**src/rtl/core/ptb_pkg.sv**
```systemverilog
// shared types, codes and sizes for the two-level page table engine
`default_nettype none

package ptb_pkg;

	localparam int unsigned DEFAULT_TABLE_SLOTS = 16;
	localparam int unsigned CMD_DEPTH = 2;
	localparam int unsigned RES_DEPTH = 2;
	localparam int unsigned DIR_ENTRIES = 1024;
	localparam int unsigned IDX_W = 10;
	localparam int unsigned FRAME_W = 20;
	localparam int unsigned ENT_W = FRAME_W + 3;
	localparam int unsigned APB_ADDR_W = 3;

	localparam logic [1:0] MODE_MAP = 2'd0;
	localparam logic [1:0] MODE_UNMAP = 2'd1;
	localparam logic [1:0] MODE_LOOKUP = 2'd2;

	localparam logic [1:0] STATUS_OK = 2'd0;
	localparam logic [1:0] STATUS_MISALIGNED = 2'd1;
	localparam logic [1:0] STATUS_NO_SLOT = 2'd2;

	localparam logic REG_TABLE_BASE = 1'b0;

	typedef enum logic [1:0] {
		OP_MAP,
		OP_UNMAP,
		OP_LOOKUP,
		OP_DONE
	} op_t;

	typedef struct packed {
		logic [1:0] mode;
		logic [31:0] virt_addr;
		logic [31:0] phys_addr;
		logic [2:0] access_flags;
	} in_item_t;

	typedef struct packed {
		logic [1:0] status;
		logic [31:0] phys_page;
		logic overwrote;
	} out_item_t;

	typedef struct packed {
		op_t op;
		logic [IDX_W-1:0] dir_idx;
		logic [IDX_W-1:0] tbl_idx;
		logic [FRAME_W-1:0] frame;
		logic user;
		logic writable;
		logic [1:0] status;
	} cmd_t;

	localparam int unsigned CMD_W = $bits(cmd_t);
	localparam int unsigned RES_W = $bits(out_item_t);

endpackage

`default_nettype wire

```
**src/rtl/core/ptb_fifo.sv**
```systemverilog
// small register-based first-in first-out queue
`default_nettype none

module ptb_fifo #(
	parameter int unsigned WIDTH = 1,
	parameter int unsigned DEPTH = 2
) (
	input  logic             clk,
	input  logic             arst_n,
	input  logic             wr_en,
	input  logic [WIDTH-1:0] wr_data,
	input  logic             rd_en,
	output logic [WIDTH-1:0] rd_data,
	output logic             full,
	output logic             empty
);
	localparam int unsigned PTR_W = (DEPTH > 1) ? $clog2(DEPTH) : 1;
	localparam int unsigned CNT_W = $clog2(DEPTH + 1);

	logic [WIDTH-1:0] mem_q [DEPTH];
	logic [PTR_W-1:0] wr_ptr_q;
	logic [PTR_W-1:0] rd_ptr_q;
	logic [CNT_W-1:0] count_q;
	logic do_wr;
	logic do_rd;

	assign full = (count_q == CNT_W'(DEPTH));
	assign empty = (count_q == '0);
	assign do_wr = wr_en && !full;
	assign do_rd = rd_en && !empty;
	assign rd_data = mem_q[rd_ptr_q];

	always_ff @(posedge clk or negedge arst_n) begin
		if (!arst_n) begin
			wr_ptr_q <= '0;
			rd_ptr_q <= '0;
			count_q <= '0;
		end else begin
			if (do_wr) begin
				wr_ptr_q <= (wr_ptr_q == PTR_W'(DEPTH - 1)) ? '0 : wr_ptr_q + PTR_W'(1);
			end
			if (do_rd) begin
				rd_ptr_q <= (rd_ptr_q == PTR_W'(DEPTH - 1)) ? '0 : rd_ptr_q + PTR_W'(1);
			end
			case ({do_wr, do_rd})
				2'b10: count_q <= count_q + CNT_W'(1);
				2'b01: count_q <= count_q - CNT_W'(1);
				default: count_q <= count_q;
			endcase
		end
	end

	always_ff @(posedge clk) begin
		if (do_wr) begin
			mem_q[wr_ptr_q] <= wr_data;
		end
	end

endmodule

`default_nettype wire

```
**src/rtl/core/ptb_front.sv**
```systemverilog
// front end: accepts request beats, checks alignment, queues commands
`default_nettype none

module ptb_front (
	input  logic              clk,
	input  logic              arst_n,
	input  logic              push,
	input  ptb_pkg::in_item_t request,
	input  logic              hold,
	output logic              full,
	output ptb_pkg::cmd_t     cmd,
	output logic              cmd_valid,
	input  logic              cmd_pop
);
	import ptb_pkg::*;

	cmd_t cls;
	logic pa_mis;
	logic va_mis;
	logic fifo_full;
	logic fifo_empty;
	logic [CMD_W-1:0] rd_bits;

	always_comb begin
		pa_mis = |request.phys_addr[11:0];
		va_mis = |request.virt_addr[11:0];
		cls.dir_idx = request.virt_addr[31:22];
		cls.tbl_idx = request.virt_addr[21:12];
		cls.frame = request.phys_addr[31:12];
		cls.writable = |request.access_flags[1:0];
		cls.user = ~request.access_flags[2];
		cls.status = STATUS_OK;
		cls.op = OP_DONE;
		case (request.mode)
			MODE_MAP: begin
				if (pa_mis || va_mis) begin
					cls.status = STATUS_MISALIGNED;
				end else begin
					cls.op = OP_MAP;
				end
			end
			MODE_UNMAP: begin
				if (va_mis) begin
					cls.status = STATUS_MISALIGNED;
				end else begin
					cls.op = OP_UNMAP;
				end
			end
			MODE_LOOKUP: begin
				cls.op = OP_LOOKUP;
			end
			default: begin
				cls.op = OP_DONE;
			end
		endcase
	end

	assign full = fifo_full || hold;
	assign cmd = cmd_t'(rd_bits);
	assign cmd_valid = !fifo_empty;

	ptb_fifo #(
		.WIDTH(CMD_W),
		.DEPTH(CMD_DEPTH)
	) u_cmd_fifo (
		.clk    (clk),
		.arst_n (arst_n),
		.wr_en  (push && !full),
		.wr_data(CMD_W'(cls)),
		.rd_en  (cmd_pop),
		.rd_data(rd_bits),
		.full   (fifo_full),
		.empty  (fifo_empty)
	);

endmodule

`default_nettype wire

```
**config.mk**
```make
export PLATFORM = sky130hd
export DESIGN_NAME = ptb_front
export DESIGN_NICKNAME = d
export VERILOG_FILES = /design/src/rtl/core/ptb_pkg.sv /design/src/rtl/core/ptb_fifo.sv /design/src/rtl/core/ptb_front.sv
export SDC_FILE = /design/constraint.sdc
export NUM_CORES = 1
export LEC_CHECK = 0
export BUFFER_PORTS_ARGS = -buffer_cell sky130_fd_sc_hd__buf_4
export CAP_MARGIN = 40
export CORE_UTILIZATION = 44
export DETAILED_ROUTE_END_ITERATION = 8
export PLACE_DENSITY = 0.71
export SKIP_CTS_REPAIR_TIMING = 1
export SLEW_MARGIN = 20
export SYNTH_ARGS = -nofsm -noshare
export SYNTH_HDL_FRONTEND = slang
export SYNTH_SLANG_ARGS = --single-unit
```
**constraint.sdc**
```tcl
create_clock -name clk -period 6.4 [get_ports clk]
set_clock_uncertainty 0.15 [all_clocks]
set_input_delay 1.28 -clock clk [delete_from_list [all_inputs] [get_ports clk]]
set_output_delay 1.28 -clock clk [all_outputs]
set_load 0.01 [all_outputs]
```
==> results.tsv <==
stage	metric	value	unit
worst_setup_path	CP top delay family	flip-flops	
clocking	clock tree buffer depth	2	
run_status	run status	finished clean	
power	Cell Int Power	0.00126	W
worst_setup_path	Buf/Inv on CP	2	
synth	Synth area leaders	edfxtp_1 (76%), mux2_2 (14%), dfrtp_1 (2.8%), xnor2_1 (0.98%), buf_2 (0.70%)	
worst_setup_path	FF-to-FF path depth	4	
cells_and_area	Area Overhead vs Synth	34.9	%
cells_and_area	Reg area	2800	um2
synth	Post-synth EDFFs	90	
global_routing	global-route met2 utilization	0.251	
worst_hold_path	hold path endpoint	u_cmd_fifo.wr_ptr_q	
clocking	cts bufs inserted	9	
global_routing	GRT overflow	0	
synth	adder-cell share of the synthesized area	0.00352	
sta	final setup vio count	0	
worst_setup_path	Crit Path Class	reg2out	
routing	drt drc	0	
global_routing	M1 GR Usage	0.189	
routing	WL/cell	15.2	um
die	row cnt	32	
global_routing	largest net degree at the start of global routing	46	
synth	portion of netlist area occupied by mux cells	0.142	
routing	initial DRC count	72	
cells_and_area	# diodes	0	
cells_and_area	final non-filler cell total	412	
synth	#FFs+latches synth	94	
synth	commonest cells in the netlist	edfxtp_1 (90), mux2_2 (45), buf_2 (5)	
power	Switch Pwr	0.000477	W
cells_and_area	Final Util	0.618	
routing	via count	1988	
global_routing	initial antenna violation count	0	
sta	Setup TNS Final	0	ns
synth	Ys Warns	0	
clocking	Clk Tree Root Cell	clkbuf_8	
cells_and_area	multi-input combinational cell area	723	um2
worst_setup_path	CP arrival	1.90	ns
die	Die X	91.9	um
synth	sequential area share after synthesis	0.788	
synth	post-synth net total	252	
sta	RSZ-0062 raised after global routing	no	
run	MaxCap Viol Count	0	
worst_setup_path	Critical Path, Cell by Cell	buf_16 -> mux2_2 -> buf_4	
global_routing	vias in the first global route	2054	
worst_setup_path	Worst Path Max Fanout	27	
synth	most common cell in the synthesized netlist	edfxtp_1	
clocking	# clock sinks	94	
sta	Slew Limit Fails	0	
die	Die Y-Extent	91.9	um
die	Die ar.	8450	um2
power	combinational power share	0.311	
worst_setup_path	CP Capture Type	output pin	
power	switching part of the total	0.275	
die	I/O pin total	122	
global_routing	global routing's busiest layer	met2	
synth	dominant synthesized flop cell	edfxtp_1	
die	Core Area	7770	um2
die	Starting Density	0.458	
routing	Pre-antenna DRT Iters	4	
global_routing	first-pass GRT wire length	9620	um
worst_setup_path	R2R setup slack	4.42	ns
synth	xor/xnor share of the synthesized area	0.0123	
synth	syn avg cell area	20.1	um2
synth	cell taking the most area after synthesis	edfxtp_1	
global_routing	GRT Overall Usage	0.153	
worst_setup_path	FF-to-FF Start	u_cmd_fifo.count_q[1]	
sta	Worst-Margin Slew	0.700	ns
sta	Max transition margin	0.531	
cells_and_area	final net count	380	
worst_setup_path	logic depth of the worst path, buffers included	3	
sta	period utilisation layout	0.521	
placed_design	I/O Buffers	120	
synth	largest family of logic cells by synthesized area	multiplexers	
synth	Synth Area in Simple Gates	0.0299	
clocking	CTS tree	built	
synth	Async SR Flop Fraction	0.0426	
synth	Syn Inst Count	177	
worst_setup_path	RR Endpoint	u_cmd_fifo.mem_q[1][31]	
power	Sequential Power Share	0.476	
sta	final hold vios	0	
power	P per Cell Area	362	nW/um2
routing	Vias/cell	4.83	
power	clock power share	0.213	
clocking	Worst-path clk slew	0.07	ns
placed_design	hpwl dp	4260	um
clocking	H-tree levels	3	
routing	post-route ant nets	0	
worst_hold_path	Tightest Hold Check Type	reg2reg	
synth	Synth top area share	0.759	
worst_hold_path	Hold Path Stages	1	
routing	WL final	6270	um
worst_setup_path	Worst path slowest cell	dfrtp_2	
power	peak supply drop	206	uV
cells_and_area	layout cells sized above 1	0.610	
placed_design	DP Cell Count	396	
worst_setup_path	max incr delay on CP	0.81	ns
worst_setup_path	Startpoint Class	register	
worst_setup_path	CP required	4.97	ns
synth	Synth Area in Compound Gates	0.00985	
clocking	Skew-Pair Late Insertion Delay	0.34	ns
placed_design	RD Place Congestion	0.707	
synth	Yosys cell types	25	
global_routing	met3 usage	0.0580	
worst_hold_path	HP Start	u_cmd_fifo.wr_ptr_q	
cells_and_area	fillers	606	
power	static leakage	1.81	nW
sta	min Tclk post-route	3.33	ns
synth	Mapped Area	3560	um2
sta	fmax	300	MHz
==> layout by cell type, fill, tap and decap left out, types with 2 or more instances in the layout <==
master,instances
inv_1,4
edfxtp_1,90
nor2_4,2
or4_1,2
clkinv_1,3
mux2_2,45
dfrtp_1,3
clkbuf_8,9
buf_4,122
nor4_1,3
xnor2_1,4
or2_2,2
==> sequential cells by signal, summed over array words and instances (netlist names) <==
| signal | flops |
|---|---|
| u_cmd_fifo.mem_q | 90 |
| u_cmd_fifo.count_q | 2 |
| u_cmd_fifo.rd_ptr_q | 1 |
| u_cmd_fifo.wr_ptr_q | 1 |
==> worst max-delay path by stage <==
stage                              startpoint                endpoint  slack (ns)
final                     u_cmd_fifo.rd_ptr_q                 cmd[21]        3.07
after global routing      u_cmd_fifo.rd_ptr_q                 cmd[26]        2.96
after CTS                 u_cmd_fifo.rd_ptr_q                 cmd[21]        3.01
after detailed placement                 hold                    full        3.31
after global placement    u_cmd_fifo.rd_ptr_q                 cmd[21]        3.28
after floorplan                          hold  u_cmd_fifo.mem_q[0][0]        2.39
==> kinds of logic (layout without fill, tap and decap cells) <==
logic type | after synthesis | after routing
buffers and inverters | 10 | 143
AO/OA/AOI/OAI | 5 | 5
flip-flops | 94 | 94
adder cells (fa/ha/maj) | 1 | 1
multiplexers | 45 | 45
XOR/XNOR | 5 | 5
AND/OR/NAND/NOR | 16 | 16
other | 1 | 1
==> layout make-up <==
class | count | area share
multi-input cells | 73 | 0.151
clock inverters | 7 | 0.0133
well taps | 102 | 0.0266
repair buffers | 123 | 0.197
clock buffers | 9 | 0.0258
inverters | 4 | 0.00313
flip-flops and latches | 94 | 0.584
==> worst reg2reg max path, stage by stage (launching register included) <==
cell      delay, ns
dfrtp_1        0.38
inv_1          0.10
o211ai_1       0.30
nor2_4         0.15
buf_4          0.52
==> stage by stage <==
| step | hold slack (ns) | worst slack (ns) | instance area, um2 | total power (W) |
|---|---|---|---|---|
| 6_report | 0.405 | 3.07 | 4800 | 0.00174 |
| 5_1_grt | 0.429 | 2.96 | 4800 | 0.00182 |
| 4_1_cts | 0.409 | 3.01 | 4800 | 0.00176 |
| 3_5_place_dp | 0.398 | 3.31 | 4610 | 0.00139 |
| 3_3_place_gp | 0.387 | 3.28 | 4590 | 0.00137 |
| 2_1_floorplan | 0.318 | 2.39 | 3560 | 0.00112 |
==> power by group through the flow <==
stage / sequential, W / clock, W / combinational, W
after global placement: 0.000862 / 0 / 0.000505
after CTS: 0.000830 / 0.000383 / 0.000550
final: 0.000827 / 0.000369 / 0.000540
after global routing: 0.000839 / 0.000402 / 0.000582
after floorplan: 0.000801 / 0 / 0.000320
after detailed placement: 0.000844 / 0 / 0.000548
==> metal layers <==
layer / routed length, um / share of wire
met1: 2630 / 0.42
met2: 3090 / 0.49
met3: 480 / 0.077
met4: 66 / 0.011
met5: 0 / 0
No activity file was read; power rests on OpenSTA's default activity.
