==> src/rtl/core/ptb_fifo.sv <==
// small register-based first-in first-out queue
`default_nettype none

module ptb_fifo #(
	parameter int unsigned WIDTH = 1,
	parameter int unsigned DEPTH = 2
) (
	input  logic             clk,
	input  logic             arst_n,
	input  logic             wr_en,
	input  logic [WIDTH-1:0] wr_data,
	input  logic             rd_en,
	output logic [WIDTH-1:0] rd_data,
	output logic             full,
	output logic             empty
);
	localparam int unsigned PTR_W = (DEPTH > 1) ? $clog2(DEPTH) : 1;
	localparam int unsigned CNT_W = $clog2(DEPTH + 1);

	logic [WIDTH-1:0] mem_q [DEPTH];
	logic [PTR_W-1:0] wr_ptr_q;
	logic [PTR_W-1:0] rd_ptr_q;
	logic [CNT_W-1:0] count_q;
	logic do_wr;
	logic do_rd;

	assign full = (count_q == CNT_W'(DEPTH));
	assign empty = (count_q == '0);
	assign do_wr = wr_en && !full;
	assign do_rd = rd_en && !empty;
	assign rd_data = mem_q[rd_ptr_q];

	always_ff @(posedge clk or negedge arst_n) begin
		if (!arst_n) begin
			wr_ptr_q <= '0;
			rd_ptr_q <= '0;
			count_q <= '0;
		end else begin
			if (do_wr) begin
				wr_ptr_q <= (wr_ptr_q == PTR_W'(DEPTH - 1)) ? '0 : wr_ptr_q + PTR_W'(1);
			end
			if (do_rd) begin
				rd_ptr_q <= (rd_ptr_q == PTR_W'(DEPTH - 1)) ? '0 : rd_ptr_q + PTR_W'(1);
			end
			case ({do_wr, do_rd})
				2'b10: count_q <= count_q + CNT_W'(1);
				2'b01: count_q <= count_q - CNT_W'(1);
				default: count_q <= count_q;
			endcase
		end
	end

	always_ff @(posedge clk) begin
		if (do_wr) begin
			mem_q[wr_ptr_q] <= wr_data;
		end
	end

endmodule

`default_nettype wire

==> config.mk <==
export PLATFORM = sky130hd
export DESIGN_NAME = ptb_fifo
export DESIGN_NICKNAME = d
export VERILOG_FILES = /design/src/rtl/core/ptb_fifo.sv
export SDC_FILE = /design/constraint.sdc
export NUM_CORES = 1
export LEC_CHECK = 0
export ABC_AREA = 1
export BUFFER_PORTS_ARGS = -buffer_cell sky130_fd_sc_hd__clkbuf_2
export CORE_AREA = 2 2 39 41
export DETAILED_ROUTE_END_ITERATION = 10
export DIE_AREA = 0 0 41 43
export GPL_TIMING_DRIVEN = 1
export PLACE_DENSITY = 0.5
export SKIP_LAST_GASP = 1
export SLEW_MARGIN = 0
export SYNTH_ARGS = -nofsm -noshare
export SYNTH_HDL_FRONTEND = slang
export SYNTH_SLANG_ARGS = --single-unit
export TNS_END_PERCENT = 10
==> constraint.sdc <==
create_clock -name clk -period 1.3 [get_ports clk]
set_clock_uncertainty 0.15 [all_clocks]
set_input_delay 0.26 -clock clk [delete_from_list [all_inputs] [get_ports clk]]
set_output_delay 0.26 -clock clk [all_outputs]
set_load 0.01 [all_outputs]
==> results of run 1 <==
## worst paths after layout
check	depth (start not counted)	slack, ns	startpoint	endpoint
min	1	0.05	wr_data	mem_q[0]
max in group asynchronous	2	0.66	arst_n	count_q[1]
min in group asynchronous	2	0.21	arst_n	wr_ptr_q
max	5	-0.14	count_q[0]	empty
min reg2reg	2	0.33	wr_ptr_q	wr_ptr_q
max reg2reg	6	-0.13	count_q[1]	count_q[0]
## where the power goes
group | switching (mW) | internal, mW
Combinational | 0.372 | 0.469
Sequential | 0.0506 | 0.280
Clock | 0.0784 | 0.117
## per-layer routing
metal  vias up  global-route usage
li1        163                   -
met1       140              0.1020
met2        10              0.1406
met3         2             0.04712
met4         0              0.1000
met5         -                   0
## cell families (layout without fill, tap and decap cells)
family | Yosys count | count (layout)
adder cells (fa/ha/maj) | 1 | 1
XOR/XNOR | 1 | 1
buffers and inverters | 10 | 34
AND/OR/NAND/NOR | 19 | 19
flip-flops | 6 | 6
AO/OA/AOI/OAI | 1 | 1
## stage by stage
stage / setup slack [ns] / utilization / setup TNS, ns / cell area (sq um) / hold slack [ns]
finish: -0.1391 / 0.3933 / -0.6018 / 544.3 / 0.05255
global route: -0.2112 / 0.3933 / -0.9910 / 544.3 / 0.05465
CTS: -0.1527 / 0.3617 / -0.6047 / 500.5 / 0.04830
detailed placement: -0.05944 / 0.3128 / -0.05944 / 432.9 / -0.06913
global placement: -0.05423 / 0.3128 / -0.05423 / 432.9 / -0.06633
floorplan: -0.03431 / - / -0.03431 / 325.3 / -0.1856
## state kept, by name, indices dropped and copies added (netlist names)
signal,cells
rd_ptr_q,1
wr_ptr_q,1
count_q,2
mem_q,2
## layout make-up
class / count / area [sq um]
tap: 16 / 20.02
fill: 146 / 839.6
inverter: 10 / 37.54
clock buffer: 4 / 26.28
sequential: 6 / 160.2
multi-input combinational: 22 / 145.1
timing repair buffer: 20 / 155.1
## layout by cell type, fill, tap and decap left out
master | synthesis | layout
clkbuf_4 | 0 | 3
nor2_1 | 1 | 1
ha_4 | 0 | 1
clkbuf_2 | 0 | 5
inv_2 | 1 | 5
edfxtp_1 | 2 | 2
dfrtp_1 | 4 | 4
clkbuf_1 | 0 | 1
dlygate4sd3_1 | 0 | 1
nand4_1 | 1 | 1
nand3_1 | 3 | 2
inv_1 | 9 | 5
nand2_2 | 2 | 2
xnor2_1 | 1 | 1
nor2_4 | 0 | 1
o21ai_4 | 0 | 1
nand2_1 | 11 | 11
buf_6 | 0 | 4
buf_4 | 0 | 10
nand3_2 | 0 | 1
## repair_timing
item | CTS | global route
resized for setup | 3 | 7
pin swaps | 1 | 3
setup buffers | 3 | 2
endpoints found under the hold margin | 4 | 0
hold buffers | 1 | 0
setup endpoints to repair | 4 | 6
==> results.json, run 1 <==
{
  "synth_nets": 44,
  "outcome": "complete, but fails checks",
  "p_leak_nw": 0.2897,
  "highest_layer": "met4",
  "fmax_mhz": 694.9,
  "synth_compound_area_frac": 0.02800,
  "power.total_mw": 1.367,
  "track_usage": 0.1011,
  "slowest_delay_ns": 0.40,
  "grt.overflow.total": 0,
  "critical_path.endpoint_type": "output pin",
  "fp-row-count": 14,
  "final_cells": 78,
  "root_buffer": "clkbuf_4",
  "die_area_sq_um": 1763,
  "synth_top_family_by_area": "simple AND/OR/NAND/NOR gates",
  "synth_xor_area_frac": 0.02800,
  "crit_required_ns": 0.89,
  "ys_ff_latch": 6,
  "cts_buffer_depth": 2,
  "rsz0062_at_grt": "yes",
  "cts_max_level": 1,
  "fin_crit_ns": 1.439,
  "syn_to_final_growth_pct": 74.00,
  "vias_per_cell": 4.038,
  "hold_viol": 0,
  "start_util": 0.2260,
  "cts_buffers": 3,
  "synth_top_area_frac": 0.3200,
  "ioPinCount": 8,
  "dp_cells": 68,
  "hold_path_class": "in -> reg",
  "setup_viol": 6,
  "seq_area_frac_synth": 0.5120,
  "ys_dominant_reg_cell": "dfrtp_1",
  "cp_top_family": "flip-flops",
  "setup_ws_ns": -0.1391,
  "dr.pass1.iters": 4,
  "drc": 0,
  "diodes": 0,
  "antenna_found_initial": 0,
  "drv_slew": 0,
  "postRouteAntennaNets": 0,
  "yosysTopAreaCell": "dfrtp_1",
  "cp_max_fo": 3,
  "yosys.area_share.simple": 0.2720,
  "synth.area.mux_share": 0,
  "die_height_um": 43,
  "num-nets-final": 69,
  "gp_congestion": 0.6601,
  "synth.cell_area_sq_um": 312.8,
  "synth-adder-area-share": 0.04000,
  "dp_hpwl_um": 503.2,
  "slew_headroom": 0.9037,
  "netlist_instances": 38,
  "irDropWorstVdd_uv": 824.2,
  "synth_edf_count": 2,
  "worstPathArrival_ns": 1.03,
  "cp_num_buf_inv": 4,
  "grt_pass1_wl_mm": 1.090,
  "synth_common_cells": "nand2_1, inv_1, dfrtp_1",
  "wl_met3_um": 52,
  "violations": "setup timing",
  "critical_path_class": "reg -> out",
  "tightest_slew_ns": 0.1439,
  "via_count": 315,
  "die_x_um": 41,
  "power_density_nw_per_um2": 2512,
  "path_clk_slew_ns": 0.05,
  "drive_gt1_frac": 0.5323,
  "wire_per_inst_um": 9.192,
  "drt_first_iter_violations": 5,
  "cts_tree": "done",
  "cap_violations": 0,
  "async_flop_share": 0.6667,
  "yosys-top-cells-area": "dfrtp_1, edfxtp_1, nand2_1, inv_1, nand3_1",
  "syn_area_per_cell_sq_um": 8.232,
  "ys_types": 13,
  "start_kind": "flop",
  "port_buffers": 7,
  "met1Wirelength_um": 288,
  "crit_chain": "inv_2 > nand2_2 > buf_6 > inv_2 > buf_6",
  "coreArea_sq_um": 1384,
  "clk_latency_ns": 0.25,
  "synth_warnings": 0,
  "synth_most_common_cell": "nand2_1",
  "slowest_stage": "dfrtp_1",
  "wl_um": 717,
  "dr_wl_met2_um": 358,
  "min_period_over_period": 1.107,
  "grt_max_degree": 5,
  "cts.sinks": 6,
  "grt_pass1_vias": 313
}
Note: power is estimated with default switching activity, not from simulation.
==> run 2: changes to the inputs <==
--- a/config.mk
+++ b/config.mk
@@ -5,13 +5,12 @@
 export SDC_FILE = /design/constraint.sdc
 export NUM_CORES = 1
 export LEC_CHECK = 0
-export ABC_AREA = 1
 export BUFFER_PORTS_ARGS = -buffer_cell sky130_fd_sc_hd__clkbuf_2
 export CORE_AREA = 2 2 39 41
 export DETAILED_ROUTE_END_ITERATION = 10
 export DIE_AREA = 0 0 41 43
 export GPL_TIMING_DRIVEN = 1
-export PLACE_DENSITY = 0.5
+export PLACE_DENSITY = 0.46
 export SKIP_LAST_GASP = 1
 export SLEW_MARGIN = 0
 export SYNTH_ARGS = -nofsm -noshare
==> run 2 against run 1 <==
  * The run still ends with setup timing left
  * Worst setup slack worse by 0.044 ns
  * Power shrank 17%
  * Sequential power rose by 11%
  * First-iteration DRC count fell by 80%
  * Clock-buffer cell count fell by 1
  * Largest cell class unchanged
  * Die area unchanged
  * Sequential share of layout area grew 5.2 points
  * Flip-flop and latch count is the same
  * Core utilization is 5.9 points lower
  * Synthesized area fell by 14%
  * Largest power group unchanged
  * Synthesized cell count shrank 45%
  * Combinational power fell by 28%
==> results.json, run 2 <==
{
  "num-nets-final": 47,
  "ys_types": 12,
  "wl_um": 485,
  "holdCritStartpoint": "wr_data",
  "worstPathArrival_ns": 1.07,
  "violations": "setup timing",
  "slew_headroom": 0.8568,
  "ys_dominant_reg_cell": "dfrtp_1",
  "synth_common_cells": "dfrtp_1, nor2_1, xnor2_1",
  "start_kind": "flop",
  "synth_most_common_cell": "dfrtp_1",
  "async_flop_share": 0.6667,
  "slowest_stage": "dfrtp_1",
  "dr.pass1.iters": 2,
  "power_density_nw_per_um2": 2455,
  "yosys-top-cells-area": "dfrtp_1, edfxtp_1, xnor2_1, xor2_1, ha_1",
  "worstHoldPathCells": 1,
  "p_leak_nw": 0.2191,
  "hold_viol": 0,
  "reg2reg_to": "count_q[1]",
  "fin_area_sq_um": 462.9,
  "wire_per_inst_um": 8.818,
  "track_usage": 0.07172,
  "r2r_start": "count_q[1]",
  "irDropWorstVdd_uv": 521.0,
  "yosysTopAreaCell": "dfrtp_1",
  "setup_tns_ns": -0.5929,
  "syn_to_final_growth_pct": 72.90,
  "fin_crit_ns": 1.483,
  "vias_per_cell": 3.691,
  "cts.sinks": 6,
  "reg_top3": "count_q x2, mem_q x2",
  "via_count": 203,
  "dp_cells": 50,
  "die_height_um": 43,
  "crit_required_ns": 0.89,
  "drive_gt1_frac": 0.6154,
  "path_clk_slew_ns": 0.04,
  "cp_num_buf_inv": 3,
  "syn_area_per_cell_sq_um": 12.75,
  "drt_first_iter_violations": 1,
  "cp_top_family": "flip-flops",
  "tightest_slew_ns": 0.2148,
  "diodes": 0,
  "antenna_found_initial": 0,
  "port_buffers": 7,
  "cts_max_level": 1,
  "power.total_mw": 1.137,
  "cp_max_fo": 3,
  "rsz0062_at_grt": "yes",
  "min_to": "mem_q[0]",
  "crit_top_cell": "buf_6",
  "gp_congestion": 0.5751,
  "hold_path_class": "in -> reg",
  "grt_pass1_vias": 231,
  "start_util": 0.1935,
  "clk_latency_ns": 0.24,
  "cts_buffers": 3,
  "drc": 0,
  "setup_viol": 5,
  "grt.overflow.total": 0,
  "final_common_cell": "buf_4",
  "grt_pass1_wl_um": 800,
  "grt_max_degree": 5,
  "r2r_setup_slack_ns": -0.11,
  "critical_path_class": "reg -> out",
  "cts_tree": "done",
  "fmax_mhz": 674.1,
  "postRouteAntennaNets": 0,
  "cts_buffer_depth": 2,
  "cap_violations": 0,
  "outcome": "complete, but fails checks",
  "drv_slew": 0,
  "dpl_cell_area_sq_um": 402.9,
  "setup_ws_ns": -0.1834,
  "seq_area_frac_synth": 0.5981,
  "critical_path.endpoint_type": "output pin",
  "synth_warnings": 0,
  "synth_top_area_frac": 0.3738,
  "fp-row-count": 14,
  "ys_ff_latch": 6,
  "crit_chain": "nand2b_4 > buf_6 > inv_2 > buf_6",
  "synth_edf_count": 2,
  "synth_nets": 27,
  "synth.cell_area_sq_um": 267.8,
  "die_area_sq_um": 1763,
  "final_cells": 55,
  "ioPinCount": 8,
  "slowest_delay_ns": 0.41,
  "rr_worst_depth": 6,
  "min_period_over_period": 1.141,
  "mostFrequentLayoutCells": "buf_4, clkbuf_2, dfrtp_1",
  "coreArea_sq_um": 1384,
  "die_x_um": 41,
  "root_buffer": "clkbuf_4",
  "dp_hpwl_um": 393.7,
  "netlist_instances": 21
}
==> run 2: cell count changes in the layout (fill, tap and decap cells not counted), moves of 2 or more <==
cell | before | now
nand2_1 | 11 | 0
xnor2_1 | 1 | 3
inv_1 | 5 | 0
nand3_1 | 2 | 0
nand2_2 | 2 | 0
buf_4 | 10 | 6
inv_2 | 5 | 1
xor2_1 | 0 | 2
==> run 2: cell families after synthesis <==
group / count (synthesis) / share of synthesized area
muxes: 1 / 0.04205
adders and majority gates: 1 / 0.04672
DFF: 6 / 0.5982
buffers and inverters: 1 / 0.01401
xor gates and xnor gates: 5 / 0.1636
and+or+nand+nor: 7 / 0.1355
==> run 2: routing by layer <==
| layer | part of all wire | global-route usage | up-vias |
|---|---|---|---|
| li1 | - | - | 104 |
| met1 | 0.38 | 0.06230 | 92 |
| met2 | 0.56 | 0.1156 | 5 |
| met3 | 0.033 | 0.01571 | 2 |
| met4 | 0.025 | 0.08000 | 0 |
| met5 | 0 | 0 | - |
==> run 2: how the worst max path moves through the flow <==
stage / startpoint / to / slack, ns / cells after the start
3_3_place_gp: count_q[1] / count_q[1] / -0.09 / 6
5_1_grt: count_q[0] / full / -0.22 / 4
4_1_cts: count_q[0] / full / -0.22 / 4
2_1_floorplan: count_q[0] / count_q[1] / -0.10 / 6
3_5_place_dp: count_q[1] / count_q[1] / -0.14 / 6
6_report: count_q[0] / full / -0.18 / 4
==> run 2: final cells by class <==
type / instances / area [sq um]
Fill cell: 148 / 920.9
Inverter: 1 / 3.754
Sequential cell: 6 / 160.2
Tap cell: 16 / 20.02
Clock buffer: 3 / 22.52
Timing Repair Buffer: 15 / 113.9
Multi-Input combinational cell: 14 / 142.6
==> run 2: repair_timing <==
item | in CTS | in global routing
endpoints found under the hold margin | 4 | 0
hold buffers | 1 | 0
setup buffers | 1 | 0
endpoints found under the setup margin | 6 | 6
gates resized for setup | 2 | 5
==> run 2: through the flow <==
| step | hold slack, ns | worst slack, ns | utilization |
|---|---|---|---|
| global placement | -0.07626 | -0.09426 | 0.2911 |
| CTS | 0.05505 | -0.2153 | 0.3228 |
| finish | 0.06390 | -0.1834 | 0.3345 |
| floorplan | -0.1856 | -0.1028 | - |
| detailed placement | -0.07491 | -0.1364 | 0.2911 |
| global route | 0.04691 | -0.2250 | 0.3345 |
==> run 2: power breakdown <==
group | switching [mW] | internal, mW | leakage [nW]
clock network | 0.0624 | 0.104 | 0.0138
registers | 0.0823 | 0.284 | 0.0652
logic | 0.221 | 0.383 | 0.140
